$ cat src/design/trnat_pkg.sv
// trnat_pkg: shared types and constants of the redirect / nat table block
// no dependencies
`timescale 1ns / 1ps
`default_nettype none
package trnat_pkg;

  localparam logic [15:0] IPV4_TYPE = 16'h0800;
  localparam logic [7:0]  TCP_PROTO = 8'd6;
  localparam logic [3:0]  MIN_IHL   = 4'd5;
  localparam logic [16:0] ETH_BYTES = 17'd14;
  localparam logic [16:0] TCP_BYTES = 17'd20;
  localparam int unsigned CFG_IDX_W = 2;
  localparam int unsigned CFG_DATA_W = 32;

  typedef enum logic [CFG_IDX_W-1:0] {
    CFG_PROXY_ADDR = 2'd0,
    CFG_PROXY_PORT = 2'd1,
    CFG_PORT_PLAIN = 2'd2,
    CFG_PORT_TLS   = 2'd3
  } cfg_idx_e;

  typedef struct packed {
    logic        mode;
    logic [15:0] frame_length;
    logic [15:0] ether_type;
    logic [7:0]  ip_protocol;
    logic [3:0]  header_words;
    logic [31:0] src_addr;
    logic [31:0] dst_addr;
    logic [15:0] sport;
    logic [15:0] dport;
    logic [15:0] ip_checksum_in;
    logic [15:0] tcp_checksum_in;
  } hdr_t;

  typedef struct packed {
    logic        rewritten;
    logic [31:0] new_addr;
    logic [15:0] new_port;
    logic [15:0] ip_checksum_out;
    logic [15:0] tcp_checksum_out;
    logic        evicted;
  } res_t;

  // one ones-complement add of a 16 bit term with end-around carry
  function automatic logic [15:0] oc_add(input logic [15:0] a, input logic [15:0] b);
    logic [16:0] s;
    s = {1'b0, a} + {1'b0, b};
    return s[15:0] + {15'd0, s[16]};
  endfunction

endpackage
`default_nettype wire

$ cat src/design/trnat_csum.sv
// trnat_csum: shared ones-complement accumulator, one 16 bit term per cycle
// depends on trnat_pkg
`timescale 1ns / 1ps
`default_nettype none
module trnat_csum
  import trnat_pkg::*;
(
  input  wire logic        clk_i,
  input  wire logic        rst_ni,
  input  wire logic        load_i,
  input  wire logic [15:0] init_i,
  input  wire logic        add_i,
  input  wire logic [15:0] term_i,
  output logic      [15:0] acc_o
);
  logic [15:0] acc_q, acc_d;
  always_comb begin
    acc_d = acc_q;
    if (load_i) acc_d = init_i;
    else if (add_i) acc_d = oc_add(acc_q, term_i);
  end
  always_ff @(posedge clk_i or negedge rst_ni) begin
    if (!rst_ni) acc_q <= '0;
    else acc_q <= acc_d;
  end
  assign acc_o = acc_q;
endmodule
`default_nettype wire

$ cat config.mk
export PLATFORM = sky130hd
export DESIGN_NAME = trnat_csum
export DESIGN_NICKNAME = d
export VERILOG_FILES = /design/src/design/trnat_pkg.sv /design/src/design/trnat_csum.sv
export SDC_FILE = /design/constraint.sdc
export NUM_CORES = 1
export LEC_CHECK = 0
export BUFFER_PORTS_ARGS = -buffer_cell sky130_fd_sc_hd__buf_2
export CORE_ASPECT_RATIO = 0.8
export CORE_MARGIN = 3
export CORE_UTILIZATION = 40
export CTS_CLUSTER_DIAMETER = 50
export DETAILED_ROUTE_END_ITERATION = 8
export PLACE_DENSITY = 0.65
export SKIP_CTS_REPAIR_TIMING = 1
export SLEW_MARGIN = 5
export SYNTH_ARGS = -nofsm -noshare
export SYNTH_HDL_FRONTEND = slang
export SYNTH_SLANG_ARGS = --single-unit
export TNS_END_PERCENT = 1
$ cat constraint.sdc
create_clock -name clk_i -period 4.32 [get_ports clk_i]
set_clock_uncertainty 0.2 [all_clocks]
set_input_delay 0.432 -clock clk_i [delete_from_list [all_inputs] [get_ports clk_i]]
set_output_delay 0.432 -clock clk_i [all_outputs]
set_load 0.05 [all_outputs]
# After elaboration in Yosys (flattened, before gate mapping)
# Cells that the tools add are included.
# word_totals
ff_bits	16
in_bits	36
output_inout_bits	16
elab_cells	6
# op_classes
n_addsub	2
n_mux	2
reduce_logical	1
# ops
operator	n
two-way mux 16 bit	2
adder 16 x 16 -> 17 bit	1
adder 16 x 1 -> 16 bit	1
nonzero test 2 bit	1

# Depth between registers and ports, before layout
# Gate-level depths: netlist of the first run.
# logic_depth
word_depth	4
mapped_depth	21
ltp_nobuf	21

# Worst setup path after synthesis of the first run
# OpenSTA, ideal clock, no wires.
# synth_timing
kind	register to register
startpoint	register acc_q[0] (netlist: acc_o[0])
endpoint	register acc_q[14] (netlist: acc_o[14])
setup_ns	0.095
t_arrival_ns	3.944
required_ns	4.025
setup_slack_ns	0.081
stages_incl_launch_ff	22
n_path_buf	0
period_less_slack_ns	4.239
path_cell_list	dfrtp_1 -> ha_1 -> fa_1 -> a211oi_2 -> o211ai_1 -> nand3_1 -> o21ai_4 -> a21o_1 -> a21oi_1 -> nor2b_1 -> o21ai_0 -> nand2b_1 -> ha_1 -> ha_1 -> nand2_1 -> nor2_1 -> nand3_1 -> a211oi_2 -> and4_1 -> a21oi_1 -> and3b_1 -> o31ai_1
# synth_between
elab_chain_len	4
# synth_lines
element	line_no	rtl
from (decl)	trnat_csum.sv:16	logic [15:0] acc_q, acc_d;
from (signal assigned)	trnat_csum.sv:23	if (!rst_ni) acc_q <= '0;
from (signal assigned)	trnat_csum.sv:24	else acc_q <= acc_d;
adder 16 x 16 -> 17 bit	trnat_pkg.sv:48	s = {1'b0, a} + {1'b0, b};
adder 16 x 1 -> 16 bit	trnat_pkg.sv:49	return s[15:0] + {15'd0, s[16]};
two-way mux 16 bit	trnat_csum.sv:20	else if (add_i) acc_d = oc_add(acc_q, term_i);
two-way mux 16 bit	trnat_csum.sv:19	if (load_i) acc_d = init_i;
# Every way passes these cells. The select of a mux whose other input is x is not followed.
# A chain may end at the register's enable or synchronous reset.

# Worst setup path after layout of the first run
# Ends and elaborated chain as after synthesis.

==> flow_metrics.py, run 1 <==
metrics = {
    "outcome": {
        "status": "completed",
    },
    "logic_synthesis": {
        "synth-edff-count": 0,
        "avgSynthCellArea_um2": 8.51,
        "synthXorXnorAreaFrac_pct": 11.9,
        "synthMuxAreaShare_pct": 2.56,
        "syn-num-nets": 285,
        "synth_warnings": 0,
        "synth_top_cell_area_share_pct": 20.4,
        "synth_cell_type_count": 57,
        "synth_compound_area_share_pct": 29.2,
        "synth_top_family_by_area": "compound AO/OA/AOI/OAI gates",
        "syn_area_um2": 1960,
        "synth_simple_gate_area_share_pct": 20.4,
        "synthArstFlopShare_pct": 100,
        "synth_common_cells": "28 x nand2_1, 20 x o21ai_0, 18 x ha_1, 17 x nor2_1, 16 x dfrtp_1",
        "ys.flop_type": "dfrtp_1",
        "yosys.area_share.adder_pct": 12.5,
        "syn_inst": 230,
        "yosys.area.top_type": "dfrtp_1",
        "ys_ff_latch": 16,
        "synth_area_leaders": "dfrtp_1 20%, ha_1 12%, xnor2_1 6.3%, nand2_1 5.4%, o21ai_0 5.1%",
        "synth_most_common_cell": "nand2_1",
        "ys_seq_area_share_pct": 20.4,
    },
    "global_route": {
        "grt_usage_pct": 17.4,
        "grt_pass1_vias": 1747,
        "grt_pass1_wl_mm": 8.11,
        "grt_max_degree": 33,
        "gr-total-overflow": 0,
        "antenna_found_initial": 0,
    },
    "layout": {
        "diodes": 0,
        "drive_gt1_share_pct": 31.9,
        "largest_reg_flops": 16,
        "area_growth_pct": 23.6,
        "fin_util_pct": 52.0,
        "final_area_um2": 2420,
        "nets": 344,
        "fillers": 449,
    },
    "min_path": {
        "hold_class": "input port to flip-flop",
        "hp-start": "init_i[3]",
        "hold_end": "acc_o[3]",
        "hold_depth": 3,
    },
    "detailed_routing": {
        "remaining_drc_errors": 0,
        "routedWlPerCell_um": 14.1,
        "ant_nets": 0,
        "viasPerCell": 5.34,
        "dr.pass1.iters": 4,
        "num_vias": 1860,
        "drt-initial-drc-count": 107,
        "routed_wl_mm": 4.92,
    },
    "place": {
        "post-dp-hpwl_mm": 3.98,
        "port_buffers": 51,
        "dp_slack_ns": 0.0392,
        "gp_congestion": 0.842,
        "placed_area_um2": 2340,
    },
    "clock_tree": {
        "clkLatencyLatePin_ns": 0.25,
        "htree_levels": 1,
        "root_buffer": "clkbuf_8",
        "clkSinkCount": 16,
        "clk_pin_slew_ns": 0.08,
        "cts_tree": "done",
        "numCtsBuffers": 3,
        "clockBufferDepth": 2,
    },
    "timing": {
        "hold_violations": 0,
        "tightest_slew_ns": 0.502,
        "fmax_mhz": 247,
        "worst_slack_ns": 0.270,
        "setup_viol": 0,
        "whs_ns": 0.176,
        "fin_crit_ns": 4.05,
        "fin_crit_sh_pct": 93.8,
        "max-slew-margin-rel_pct": 66.3,
        "drv_slew": 0,
    },
    "worst_setup_path": {
        "path_delay_family": "compound AO/OA/AOI/OAI gates",
        "reg2reg_depth": 21,
        "cp_slowest_cell": "dfrtp_1",
        "cp.arrival_ns": 4.01,
        "cp_cell_sequence": "ha_2 -> fa_2 -> a211oi_2 -> o211ai_1 -> nand3_2 -> o21ai_4 -> a21o_1 -> a21oi_1 -> nor2b_1 -> o21ai_0 -> nand2b_1 -> ha_1 -> ha_1 -> nand2_1 -> nor2_1 -> nand3_1 -> a211oi_4 -> and4_1 -> nand3_1 -> and3b_1 -> o31ai_1",
        "cp_max_fo": 4,
        "worst_r2r_endpoint": "acc_o[14]",
        "crit_required_ns": 4.28,
        "worst_r2r_startpoint": "acc_o[0]",
        "max_stage_delay_ns": 0.38,
        "crit_buf_inv": 0,
        "start_kind": "flip-flop",
        "crit_path_end_kind": "flip-flop",
        "critPathKind": "flip-flop to flip-flop",
        "rrSetupSlack_ns": 0.27,
    },
    "floorplan": {
        "die_w_um": 84.2,
        "pin_count": 52,
        "initial_utilization_pct": 42.1,
        "die-area_um2": 5780,
        "die-height_um": 68.6,
        "fp-row-count": 22,
        "core_area_um2": 4650,
    },
    "power_and_ir_drop": {
        "ir_drop_v": 0.000199,
        "p_leak_nw": 1.10,
        "power_density_nw_per_um2": 430,
    },
    "flow_run": {
        "cap_viol_max_count": 0,
    },
}
## cells by family after synthesis
logic type,after synthesis
AOI/OAI and AO/OA,72
xor gates and xnor gates,25
adders and majority gates,19
buffers and inverters,14
DFF,16
muxes,5
and+or+nand+nor,79
## power breakdown
part	internal, mW	switching [mW]	leakage [nW]
sequential	0.176	0.0237	0.191
combinational	0.274	0.423	0.878
clock	0.0810	0.0623	0.0288
## cells in the final DEF, fill, tap and decap left out, types with 5 or more instances in the layout
cell / n
buf_2: 51
nand2_1: 28
o21ai_0: 20
nor2_1: 17
ha_1: 17
dfrtp_1: 16
xnor2_1: 14
buf_4: 12
xor2_1: 10
a21oi_1: 9
a21o_1: 6
nand2b_1: 5
mux2i_1: 5
## routing by layer
layer	GRT usage (%)	up-vias	part of all wire, %
met3	2.26	6	3.6
met1	25.4	859	54
li1	-	954	-
met5	0	-	0
met2	28.2	41	42
met4	2.21	0	0.53
## final cells by class
cell class	count	area, µm²	area share, %
Sequential cell	16	400	16.5
Inverter	4	15.0	0.620
Tap cell	60	75.1	3.10
Timing Repair Buffer	64	355	14.7
Multi-Input combinational cell	200	1520	62.8
Clock buffer	4	55.1	2.28
## worst min-delay path, delay by kind of cell
kind            cells  cell delay, ns
compound gates      1            0.05
buf+inv             1            0.07
simple gates        1            0.04
## worst max path at each step
stage          startpoint        end  cells past startpoint
2_1_floorplan    acc_o[0]  acc_o[14]                     21
3_3_place_gp    term_i[0]  acc_o[14]                     22
3_5_place_dp    term_i[0]  acc_o[14]                     22
4_1_cts          acc_o[0]  acc_o[15]                     19
5_1_grt          acc_o[0]  acc_o[14]                     21
6_report         acc_o[0]  acc_o[14]                     21
## through the flow
step / std cells / setup TNS, ns / total power, mW
CTS: 347 / 0 / 1.04
global route: 348 / -0.0140 / 1.13
detailed placement: 343 / 0 / 0.890
finish: 348 / 0 / 1.04
global placement: 343 / 0 / 0.888
floorplan: 230 / 0 / 0.731
Power figures use the tool's default switching activity.
==> run 2, diff against run 1 <==
--- a/config.mk
+++ b/config.mk
@@ -11,6 +11,7 @@
 export CORE_UTILIZATION = 40
 export CTS_CLUSTER_DIAMETER = 50
 export DETAILED_ROUTE_END_ITERATION = 8
+export GPL_TIMING_DRIVEN = 0
 export PLACE_DENSITY = 0.65
 export SKIP_CTS_REPAIR_TIMING = 1
 export SLEW_MARGIN = 5
==> run 2 against run 1 <==
  * Setup slack gained 0.0049 ns
  * Final cell count grew 1.4%
  * Critical path depth is the same
  * Count of clock-buffer cells in the layout is the same
  * Utilization grew 1.4 points
  * Cell area grew 2.7%
  * Critical path type unchanged
  * Sequential cell count is the same
  * Global-route usage shrank 0.12 points
  * Worst hold slack is essentially flat
  * Sequential power is essentially flat
  * Via count grew 2.7%
  * Largest power group unchanged
  * Highest routed layer unchanged
  * Critical endpoint unchanged
==> flow_metrics.py, run 2 (synthesis results as in run 1) <==
metrics = {
    "place": {
        "dp.cells": 340,
        "port_buffers": 50,
        "dp_slack_ns": -0.259,
        "post-dp-hpwl_mm": 3.94,
        "gp_congestion": 0.823,
        "placed_area_um2": 2280,
    },
    "clock_tree": {
        "clk_pin_slew_ns": 0.07,
        "clkSinkCount": 16,
        "cts_tree": "done",
        "numCtsBuffers": 3,
        "root_buffer": "clkbuf_8",
        "clockBufferDepth": 2,
        "clkLatencyLatePin_ns": 0.26,
        "htree_levels": 1,
    },
    "timing": {
        "worst_slack_ns": 0.275,
        "drv_slew": 0,
        "fmax_mhz": 247,
        "whs_ns": 0.177,
        "fin_crit_ns": 4.05,
        "hold_violations": 0,
        "max-slew-margin-rel_pct": 61.8,
        "fin_setup_tns_ns": 0,
        "setup_viol": 0,
        "tightest_slew_ns": 0.569,
        "fin_crit_sh_pct": 93.6,
    },
    "worst_setup_path": {
        "cp_max_fo": 5,
        "crit_required_ns": 4.29,
        "crit_path_end_kind": "flip-flop",
        "cp.arrival_ns": 4.02,
        "endpoint": "acc_o[14]",
        "worst_r2r_endpoint": "acc_o[14]",
        "reg2reg_depth": 21,
        "critPathKind": "flip-flop to flip-flop",
        "worstSetupStartpoint": "acc_o[5]",
        "rrSetupSlack_ns": 0.27,
        "start_kind": "flip-flop",
        "worst_r2r_startpoint": "acc_o[5]",
    },
    "layout": {
        "layout.cells.non_filler": 353,
        "final_cell_mix": "50 x buf_2, 28 x nand2_1, 19 x o21ai_0",
        "final_area_um2": 2490,
        "final_common_cell": "buf_2",
        "area_growth_pct": 27.0,
        "largest_reg_flops": 16,
        "diodes": 0,
        "nets": 349,
        "fillers": 456,
        "drive_gt1_share_pct": 32.4,
        "fin_util_pct": 53.4,
    },
    "floorplan": {
        "fp-row-count": 22,
        "core_area_um2": 4650,
        "die-area_um2": 5780,
        "die-height_um": 68.6,
        "die_w_um": 84.2,
        "initial_utilization_pct": 42.1,
        "pin_count": 52,
    },
    "detailed_routing": {
        "routed_wl_mm": 5.11,
        "routedWlPerCell_um": 14.5,
        "dr.pass1.iters": 4,
        "drt-initial-drc-count": 89,
        "viasPerCell": 5.41,
        "num_vias": 1911,
        "ant_nets": 0,
        "remaining_drc_errors": 0,
    },
    "power_and_ir_drop": {
        "power_mw": 1.06,
        "ir_drop_v": 0.000202,
        "p_leak_nw": 1.10,
        "power_density_nw_per_um2": 428,
    },
    "global_route": {
        "antenna_found_initial": 0,
        "grt_pass1_vias": 1694,
        "grt_usage_pct": 17.3,
        "grt_max_degree": 17,
        "gr-total-overflow": 0,
        "grt_pass1_wl_mm": 8.01,
    },
    "min_path": {
        "hold_depth": 3,
        "hold_class": "input port to flip-flop",
    },
    "flow_run": {
        "cap_viol_max_count": 0,
    },
    "outcome": {
        "status": "completed",
    },
}
## run 2: cell count changes in the layout (fill, tap and decap cells not counted), moves of 2 or more
cell	delta
clkbuf_1	+8
buf_4	-4
ha_1	-3
ha_4	+2
## run 2: worst min-delay path by stage
stage | start | to | slack, ns
floorplan | rst_ni | acc_o[0] | -0.06
global placement | rst_ni | acc_o[15] | 0.17
detailed placement | rst_ni | acc_o[15] | 0.18
CTS | rst_ni | acc_o[15] | -0.10
global route | init_i[11] | acc_o[11] | 0.18
finish | init_i[0] | acc_o[0] | 0.18
## run 2: cell type report
class	count	area, µm²	share of cell area [%]
repair buffers	59	320	12.9
plain buffers	10	45.0	1.81
flip-flops and latches	16	400	16.1
clock buffers	4	55.1	2.21
well taps	60	75.1	3.02
multi-input cells	200	1580	63.4
inverters	4	15.0	0.604
## run 2: metal layers
metal	share of wire [%]	GRT usage [%]	wire length (µm)	vias to the layer above
li1	-	-	-	967
met1	50	25.0	2560	883
met2	43	26.8	2200	56
met3	6.0	2.49	306	5
met4	0.90	4.82	46	0
met5	0	0	0	-
## run 2: worst max-delay path: stages, from the launching register on
cell	delay (ns)
dfrtp_1	0.38
ha_1	0.29
buf_6	0.11
o211ai_1	0.14
o211ai_1	0.30
nand3_2	0.18
o21ai_4	0.20
a21o_1	0.14
a21oi_1	0.06
nor2b_1	0.11
o21ai_1	0.07
nand2b_1	0.09
ha_2	0.21
ha_4	0.14
nand2_1	0.06
nor2_2	0.13
nand3_2	0.13
a211oi_4	0.28
and4_4	0.29
nand3_1	0.06
and3b_1	0.20
o31ai_1	0.18
## run 2: power breakdown
part / total, mW / internal, mW / leakage, nW / switching [mW]
clock network: 0.141 / 0.0811 / 0.0288 / 0.0599
logic: 0.719 / 0.282 / 0.877 / 0.437
registers: 0.203 / 0.176 / 0.191 / 0.0264
total: 1.06 / 0.540 / 1.10 / 0.523
